**src/hw/rtl/cbps_pkg.sv**
```systemverilog
// Shared types and constants for the cubic Bezier point sampler.
// Used by cbps_ctrl, cbps_dp and cubic_bezier_point_sampler_top; no dependencies.
package cbps_pkg;

   // Segment counts above this saturate.
   localparam logic [5:0]  MAX_SEGMENTS = 6'd63;
   // Curve parameter runs 0..SCALE.
   localparam logic [6:0]  SCALE        = 7'd100;
   // Quotient u = 100*k/S never exceeds 100, so seven quotient bits suffice.
   localparam int          DIV_STEPS    = 7;
   localparam int          NUM_CTRL_PTS = 4;

   // floor(n/100) = (n * RECIP_100) >> 27, exact for n < 2^20
   localparam logic [20:0] RECIP_100    = 21'd1342178;
   localparam int          SHIFT_100    = 27;
   // floor(n/10000) = (n * RECIP_10K) >> 42, exact for n below 4.9e8; the sum
   // magnitude never exceeds 32768*10000
   localparam logic [28:0] RECIP_10K    = 29'd439804652;
   localparam int          SHIFT_10K    = 42;

   typedef struct packed {
      logic       load_req;
      logic       div_init;
      logic       div_step;
      logic       wgt_sq;
      logic       wgt_cube;
      logic       wgt_scale;
      logic       mac_mul;
      logic       mac_acc;
      logic [1:0] mac_idx;
      logic       norm;
      logic       recip;
      logic       load_out;
      logic       next_point;
   } cmd_type;

   typedef struct packed {
      logic out_free;
      logic last_point;
   } status_type;

endpackage

```
**src/hw/rtl/cbps_ctrl.sv**
```systemverilog
// Sequencer for the cubic Bezier point sampler.
// Steps the datapath through divide, weight, accumulate and scale; needs cbps_pkg.
module cbps_ctrl (
   input  logic                 clock,
   input  logic                 reset,
   input  logic                 req_valid,
   output logic                 req_ready,
   input  cbps_pkg::status_type status,
   output cbps_pkg::cmd_type    cmd
);

   localparam logic [3:0] S_IDLE  = 4'd0;
   localparam logic [3:0] S_PREP  = 4'd1;
   localparam logic [3:0] S_DIV   = 4'd2;
   localparam logic [3:0] S_SQ    = 4'd3;
   localparam logic [3:0] S_CUBE  = 4'd4;
   localparam logic [3:0] S_SCALE = 4'd5;
   localparam logic [3:0] S_MAC   = 4'd6;
   localparam logic [3:0] S_NORM  = 4'd7;
   localparam logic [3:0] S_RECIP = 4'd8;
   localparam logic [3:0] S_EMIT  = 4'd9;

   localparam logic [2:0] DIV_LAST = 3'(cbps_pkg::DIV_STEPS - 1);
   localparam logic [2:0] MAC_LAST = 3'(cbps_pkg::NUM_CTRL_PTS);

   logic [3:0] state_ff, state_in;
   logic [2:0] cnt_ff, cnt_in;

   // take nothing while reset is held
   assign req_ready = (state_ff == S_IDLE) && !reset;

   always_comb begin
      state_in = state_ff;
      cnt_in   = cnt_ff;
      cmd      = '0;
      case (state_ff)
         S_IDLE: begin
            if (req_valid) begin
               cmd.load_req = 1'b1;
               state_in     = S_PREP;
            end
         end
         S_PREP: begin
            cmd.div_init = 1'b1;
            cnt_in       = '0;
            state_in     = S_DIV;
         end
         S_DIV: begin
            cmd.div_step = 1'b1;
            cnt_in       = cnt_ff + 3'd1;
            if (cnt_ff == DIV_LAST) begin
               state_in = S_SQ;
            end
         end
         S_SQ: begin
            cmd.wgt_sq = 1'b1;
            state_in   = S_CUBE;
         end
         S_CUBE: begin
            cmd.wgt_cube = 1'b1;
            state_in     = S_SCALE;
         end
         S_SCALE: begin
            cmd.wgt_scale = 1'b1;
            cnt_in        = '0;
            state_in      = S_MAC;
         end
         S_MAC: begin
            // multiply on counts 0..3, accumulate the registered product one count later
            cmd.mac_mul = (cnt_ff != MAC_LAST);
            cmd.mac_idx = cnt_ff[1:0];
            cmd.mac_acc = (cnt_ff != 3'd0);
            cnt_in      = cnt_ff + 3'd1;
            if (cnt_ff == MAC_LAST) begin
               state_in = S_NORM;
            end
         end
         S_NORM: begin
            cmd.norm = 1'b1;
            state_in = S_RECIP;
         end
         S_RECIP: begin
            cmd.recip = 1'b1;
            state_in  = S_EMIT;
         end
         S_EMIT: begin
            if (status.out_free) begin
               cmd.load_out = 1'b1;
               if (status.last_point) begin
                  state_in = S_IDLE;
               end else begin
                  cmd.next_point = 1'b1;
                  state_in       = S_PREP;
               end
            end
         end
         default: begin
            state_in = S_IDLE;
         end
      endcase
   end

   always_ff @(posedge clock) begin
      if (reset) begin
         state_ff <= S_IDLE;
         cnt_ff   <= '0;
      end else begin
         state_ff <= state_in;
         cnt_ff   <= cnt_in;
      end
   end

endmodule

```
**config.mk**
```make
export PLATFORM = sky130hd
export DESIGN_NAME = cbps_ctrl
export DESIGN_NICKNAME = d
export VERILOG_FILES = /design/src/hw/rtl/cbps_pkg.sv /design/src/hw/rtl/cbps_ctrl.sv
export SDC_FILE = /design/constraint.sdc
export NUM_CORES = 1
export LEC_CHECK = 0
export ABC_CLOCK_PERIOD_IN_PS = 1500
export BUFFER_PORTS_ARGS = -buffer_cell sky130_fd_sc_hd__buf_2
export CORE_UTILIZATION = 40
export DETAILED_ROUTE_END_ITERATION = 10
export PLACE_DENSITY = 0.67
export SYNTH_ARGS = -nofsm -noshare
export SYNTH_HDL_FRONTEND = slang
export SYNTH_SLANG_ARGS = --single-unit
```
**constraint.sdc**
```tcl
create_clock -name clock -period 1.5 [get_ports clock]
set_input_delay 0.075 -clock clock [delete_from_list [all_inputs] [get_ports clock]]
set_output_delay 0.075 -clock clock [all_outputs]
set_load 0.05 [all_outputs]
```
==> metrics.yaml, run 1 <==
whs_path_depth: 2
fp-row-count: 12
p_seq_share_pct: 22.8
grt_max_degree: 11
status: "finished, final reports clean"
r2r_slack_ns: 0.06
synthesis.nets: 83
post_route_cells_drive_above_1_share_pct: 50.00
cts_tree: "yes"
cts_sinks: 7
reg2regPathDepth: 6
mostFrequentLayoutCells: "buf_4 (14), buf_2 (11), nor2_1 (10), clkbuf_4 (6)"
fp.dieH_um: 38.72
diodes: 0
power_frac_clock_pct: 12.5
cts_buffer_depth: 2
cp-start-kind: "register"
hold_end: "state_ff[1]"
synth_area_um2: 539.3
wl_per_cell_um: 13.71
postSynthAreaPerCell_um2: 7.190
crit_buf_inv: 2
start_util_pct: 46.05
viasPerCell: 5.592
numPortBuffers: 19
relSlewSlack_pct: 78.15
die_w_um: 38.72
ys_types: 30
crit_cells: 4
die-area_um2: 1499
worstHoldStart: "reset"
cts_buffers: 3
yosys.area.top_type_share_pct: 25.99
max-vdd-ir-drop_mv: 1.374
yosysSeqAreaShare_pct: 25.99
startpoint: "state_ff[1]"
place_congestion: 0.7742
detail-route-antenna-nets: 0
drt-pass1-iter-count: 4
htreeDepth: 1
yosysWarnings: 0
post_cts_buffers: 0
final_util_pct: 75.96
endpoint_kind: "output pin"
dp_hpwl_mm: 1.224
num_vias: 671
swShare_pct: 51.84
synth_top_area_cell: "dfxtp_1"
grt_pass1_vias: 585
drt_iter0_markers: 12
synth_seq_cells: 7
worstPathMaxFanout: 6
io_pins: 20
worst_pin_slew_ns: 0.3273
final_common_cell: "buf_4"
r2r_end: "state_ff[2]"
crit_required_ns: 1.42
drv_cap: 0
crit_path_max_incr_delay_ns: 0.37
fin_skew_ns: 0.01187
setup_viol: 0
grt_util_all_layers_pct: 25.78
hold_viol: 0
layout.nets: 115
p_sw_uw: 752.4
p_int_uw: 698.8
fmax_mhz: 685.6
critPathKind: "register to output pin"
leakage_nw: 0.3875
period_minus_slack_ns: 1.459
cpMaxStageDelayCell: "dfxtp_2"
cp_data_arrival_time_ns: 1.38
power_density_nw_per_um2: 1631
core_region_area_um2: 1171
hp-class: "input port to register"
area_growth_pct: 64.97
yosys-top-cells-area: "dfxtp_1 (26%), nor2_1 (7.7%), ha_1 (7.0%)"
path_clk_slew_ns: 0.06
drc_errors: 0
path_delay_family: "buffers and inverters"
grt_pass1_wl_mm: 2.622
reg2reg_from: "cnt_ff[0]"
synthCells: 75
antenna_found_initial: 0
p_comb_share_pct: 64.7
period_share_pct: 97.24
drt_wl_total_mm: 1.645
clkLatencyLatePin_ns: 0.27
power_mw: 1.451
overflow: 0
crit_chain: "nand2b_1, buf_4, nor3_1, clkbuf_4"
drv_slew: 0
cts-root-buf: "clkbuf_4"
area by class of cell:
type / count / area, um^2
clock buffers: 3 / 22.52
clock inverters: 1 / 5.005
fillers: 90 / 281.5
inverters: 6 / 22.52
multi-input cells: 58 / 456.7
flip-flops and latches: 7 / 148.9
well taps: 14 / 17.52
repair buffers: 31 / 216.5
per-stage QoR:
stage / hold slack (ns) / instance area (um^2) / std cells / setup TNS, ns / setup slack [ns]
2_1_floorplan: 0.1441 / 604.3 / 75 / -0.7614 / -0.2424
3_3_place_gp: 0.3180 / 787.0 / 116 / 0 / 0.07661
3_5_place_dp: 0.3339 / 787.0 / 116 / 0 / 0.03505
4_1_cts: 0.04228 / 858.3 / 120 / -0.01227 / -0.01227
5_1_grt: 0.05409 / 889.6 / 120 / -0.04324 / -0.02326
6_report: 0.04591 / 889.6 / 120 / 0 / 0.04147
state kept, by name (all words and copies together), names as in the netlist:
signal / count
state_ff: 4
cnt_ff: 3
cells by family after synthesis:
family                   Yosys count  synth area share (%)
adder cells (fa/ha/maj)            3                 6.961
buffers and inverters             10                 7.191
AND/OR/NAND/NOR                   35                 34.57
flip-flops                         7                 25.99
AO/OA/AOI/OAI                     20                 25.29
what timing repair did:
item,4_1_cts,5_1_grt
hold buffers,0,0
pin swaps,0,1
setup endpoints to repair,9,8
gates resized for setup,13,8
worst max-delay path by stage:
stage	endpoint	slack, ns
4_1_cts	cmd[7]	-0.01
3_5_place_dp	state_ff[0]	0.04
5_1_grt	req_ready	-0.02
3_3_place_gp	state_ff[3]	0.08
6_report	cmd[12]	0.04
2_1_floorplan	cmd[0]	-0.24
cells in the mapped netlist:
| library cell | count |
|---|---|
| nor2_1 | 11 |
| nor4b_1 | 1 |
| nand4bb_1 | 1 |
| a21oi_1 | 5 |
| o21bai_1 | 1 |
| clkbuf_1 | 3 |
| o311ai_1 | 1 |
| and3_1 | 3 |
| buf_2 | 1 |
| nor2b_1 | 2 |
| a2111oi_2 | 1 |
| or3_1 | 1 |
| and2_1 | 1 |
| a31oi_1 | 2 |
| nand3_1 | 1 |
| o41ai_1 | 1 |
| nand2b_1 | 3 |
| dfxtp_1 | 7 |
| a211oi_2 | 1 |
| nor3_1 | 4 |
| nand3b_1 | 1 |
| o21ai_1 | 1 |
| inv_1 | 5 |
| a2bb2oi_1 | 1 |
| a211oi_1 | 1 |
| o21ai_0 | 5 |
| inv_2 | 1 |
| nor4_1 | 3 |
| nand2_1 | 3 |
| ha_1 | 3 |
power by group through the flow:
stage / sequential, mW / clock [mW] / combinational [mW]
floorplan: 0.289 / 0 / 0.625
global placement: 0.305 / 0 / 0.870
detailed placement: 0.308 / 0 / 0.881
CTS: 0.324 / 0.184 / 0.902
global route: 0.339 / 0.196 / 0.998
finish: 0.331 / 0.181 / 0.939
routing by layer:
metal	wire length, um	share of wire, %	global-route usage, %	vias up
met5	0	0	0	-
met2	778	47	42.50	27
met1	750	46	32.18	305
met4	32	1.9	12.93	0
met3	83	5.0	3.468	6
li1	-	-	-	333
Power figures use the tool's default switching activity.
==> run 2: changes to the inputs <==
--- a/config.mk
+++ b/config.mk
@@ -9,7 +9,7 @@
 export BUFFER_PORTS_ARGS = -buffer_cell sky130_fd_sc_hd__buf_2
 export CORE_UTILIZATION = 40
 export DETAILED_ROUTE_END_ITERATION = 10
-export PLACE_DENSITY = 0.67
+export PLACE_DENSITY = 0.7
 export SYNTH_ARGS = -nofsm -noshare
 export SYNTH_HDL_FRONTEND = slang
 export SYNTH_SLANG_ARGS = --single-unit
==> run 2 against run 1 <==
Compared with the run above:
- design area increased by 0.56%
- core utilization increased by 0.43 points
- final cell count decreased by 0.83%
- maximum frequency increased by 0.33%
- register-to-register slack about the same
- flip-flop and latch count unchanged
- worst setup slack improved by 0.0047 ns
- first-iteration DRC count unchanged
- non-clock buffer count decreased by 1
- critical path depth increased by 1
==> metrics.yaml, run 2 (synthesized netlist as in run 1, its figures left out) <==
status: "finished, final reports clean"
worstPathMaxFanout: 3  # -3
r2r_end: "state_ff[0]"
layout.nets: 114  # -0.87%
die-area_um2: 1499  # unchanged
cp-start-kind: "register"
crit_required_ns: 1.66  # +0.24 ns
crit_buf_inv: 1  # -1
setup_ws_ns: 0.04621  # +0.004735 ns
cp_data_arrival_time_ns: 1.61  # +0.23 ns
setup_viol: 0  # unchanged
p_comb_share_pct: 65.7  # +1.0 points
grt_max_degree: 10  # -1
grt_pass1_vias: 536  # -8.4%
reg2regPathDepth: 5  # -1
power_frac_clock_pct: 12.5  # about the same
p_int_uw: 703.0  # +0.60%
period_share_pct: 96.92  # -0.32 points
crit_cells: 5  # +1
overflow: 0  # unchanged
hold_slack_ns: 0.04433  # -0.001578 ns
fmax_mhz: 687.9  # +0.33%
area_growth_pct: 65.89
numPortBuffers: 19  # unchanged
startpoint: "cnt_ff[0]"
relSlewSlack_pct: 75.40  # -2.8 points
cts_buffers: 3  # unchanged
period_minus_slack_ns: 1.454  # -0.004735 ns
drv_slew: 0  # unchanged
critPathKind: "register to register"
wl_per_cell_um: 15.25  # +11%
largest-register: "state_ff"
final_cells: 119  # -0.83%
diodes: 0  # unchanged
filler_cell_count: 93  # +3.3%
pre_cts_ws_ns: 0.03156  # -0.003496 ns
mostFrequentLayoutCells: "buf_4 (15), nor2_1 (10), buf_2 (9)"
path_clk_slew_ns: 0.06  # about the same
cts-root-buf: "clkbuf_4"
seq_area_um2: 148.9  # unchanged
drv_cap: 0  # unchanged
clkLatencyLatePin_ns: 0.27  # about the same
post_route_cells_drive_above_1_share_pct: 46.67  # -3.3 points
cts_sinks: 7  # unchanged
die_w_um: 38.72  # unchanged
max-vdd-ir-drop_mv: 1.116  # -19%
rsz0062_at_grt: "yes"
grt_util_all_layers_pct: 25.63  # -0.15 points
antenna_found_initial: 0  # unchanged
p_seq_share_pct: 21.8  # -1.0 points
drt-pass1-iter-count: 4  # unchanged
worst_pin_slew_ns: 0.3632  # +0.03597 ns
final_util_pct: 76.39  # +0.43 points
hold_viol: 0  # unchanged
drt_wl_total_mm: 1.815  # +10%
start_util_pct: 46.05  # unchanged
power_density_nw_per_um2: 1650  # +1.1%
crit_path_max_incr_delay_ns: 0.39  # +0.02 ns
cts_tree: "yes"
drc_errors: 0  # unchanged
hp-class: "input port to register"
viasPerCell: 5.824  # +4.1%
crit_end: "state_ff[0]"
drt_iter0_markers: 12  # unchanged
cts_buffer_depth: 2  # unchanged
leakage_nw: 0.3818  # -1.5%
reg2reg_from: "cnt_ff[0]"
largest_register_ffs: 4  # unchanged
swShare_pct: 52.37  # +0.53 points
dp_hpwl_mm: 1.288  # +5.3%
fin_skew_ns: 0.01078  # -0.001088 ns
endpoint_kind: "register"
finalSetupTns_ns: 0  # unchanged
fp-row-count: 12  # unchanged
placed_cells: 115  # -0.86%
place_congestion: 0.9247  # +19%
detail-route-antenna-nets: 0  # unchanged
io_pins: 20  # unchanged
multi_input_area_um2: 457.9  # +0.27%
cpMaxStageDelayCell: "a2111oi_4"
top_regs: "state_ff (4), cnt_ff (3)"
final_common_cell: "buf_4"
num_vias: 693  # +3.3%
p_sw_uw: 773.1  # +2.8%
path_delay_family: "compound AO/OA/AOI/OAI gates"
htreeDepth: 1  # unchanged
fp.dieH_um: 38.72  # unchanged
grt_pass1_wl_mm: 2.546  # -2.9%
crit_chain: "inv_1, ha_1, a2111oi_4, o311ai_1, o41ai_1"
r2r_slack_ns: 0.05  # about the same
hold_buffers: 0  # unchanged
core_region_area_um2: 1171  # unchanged
[run 2: changes by cell type in the layout (fill, tap and decap cells not counted), sizes merged]
cell | previous run | this run
clkbuf | 6 | 5
buf | 28 | 29
clkinv | 1 | 0
[run 2: area by class of cell]
cell class              count  area share, %
well taps                  14          1.958
multi-input cells          58          51.19
inverters                   6          2.517
clock buffers               4          2.937
repair buffers             30          24.76
flip-flops and latches      7          16.64
[run 2: worst min-delay path by stage]
| stage | start | depth (start not counted) | slack [ns] | endpoint |
|---|---|---|---|---|
| floorplan | reset | 1 | 0.14 | cnt_ff[0] |
| global placement | reset | 2 | 0.33 | cnt_ff[0] |
| detailed placement | reset | 2 | 0.33 | cnt_ff[0] |
| CTS | reset | 2 | 0.04 | cnt_ff[0] |
| global route | reset | 2 | 0.05 | cnt_ff[0] |
| finish | reset | 2 | 0.04 | cnt_ff[0] |
[run 2: timing repair]
| action | 4_1_cts | 5_1_grt |
|---|---|---|
| pin swaps | 0 | 1 |
| endpoints found under the setup margin | 10 | 9 |
| resized for setup | 15 | 9 |
| buffers inserted | 0 | 0 |
[run 2: through the flow]
step                      power [mW]  area, um^2
after floorplan               0.9138       604.3
after global placement         1.177       779.5
after detailed placement       1.193       779.5
after CTS                      1.404       840.8
after global routing           1.549       894.6
final                          1.476       894.6
[run 2: power groups by stage]
| stage | logic, mW | clock network, mW | registers [mW] |
|---|---|---|---|
| 2_1_floorplan | 0.625 | 0 | 0.289 |
| 3_3_place_gp | 0.874 | 0 | 0.303 |
| 3_5_place_dp | 0.890 | 0 | 0.303 |
| 4_1_cts | 0.905 | 0.193 | 0.307 |
| 5_1_grt | 1.02 | 0.200 | 0.326 |
| 6_report | 0.970 | 0.185 | 0.322 |
[run 2: metal layers]
layer | track usage, % | vias to the layer above | wire length [um]
li1 | - | 332 | -
met1 | 35.31 | 326 | 814
met2 | 36.67 | 30 | 845
met3 | 7.514 | 5 | 115
met4 | 10.34 | 0 | 40
met5 | 0 | - | 0
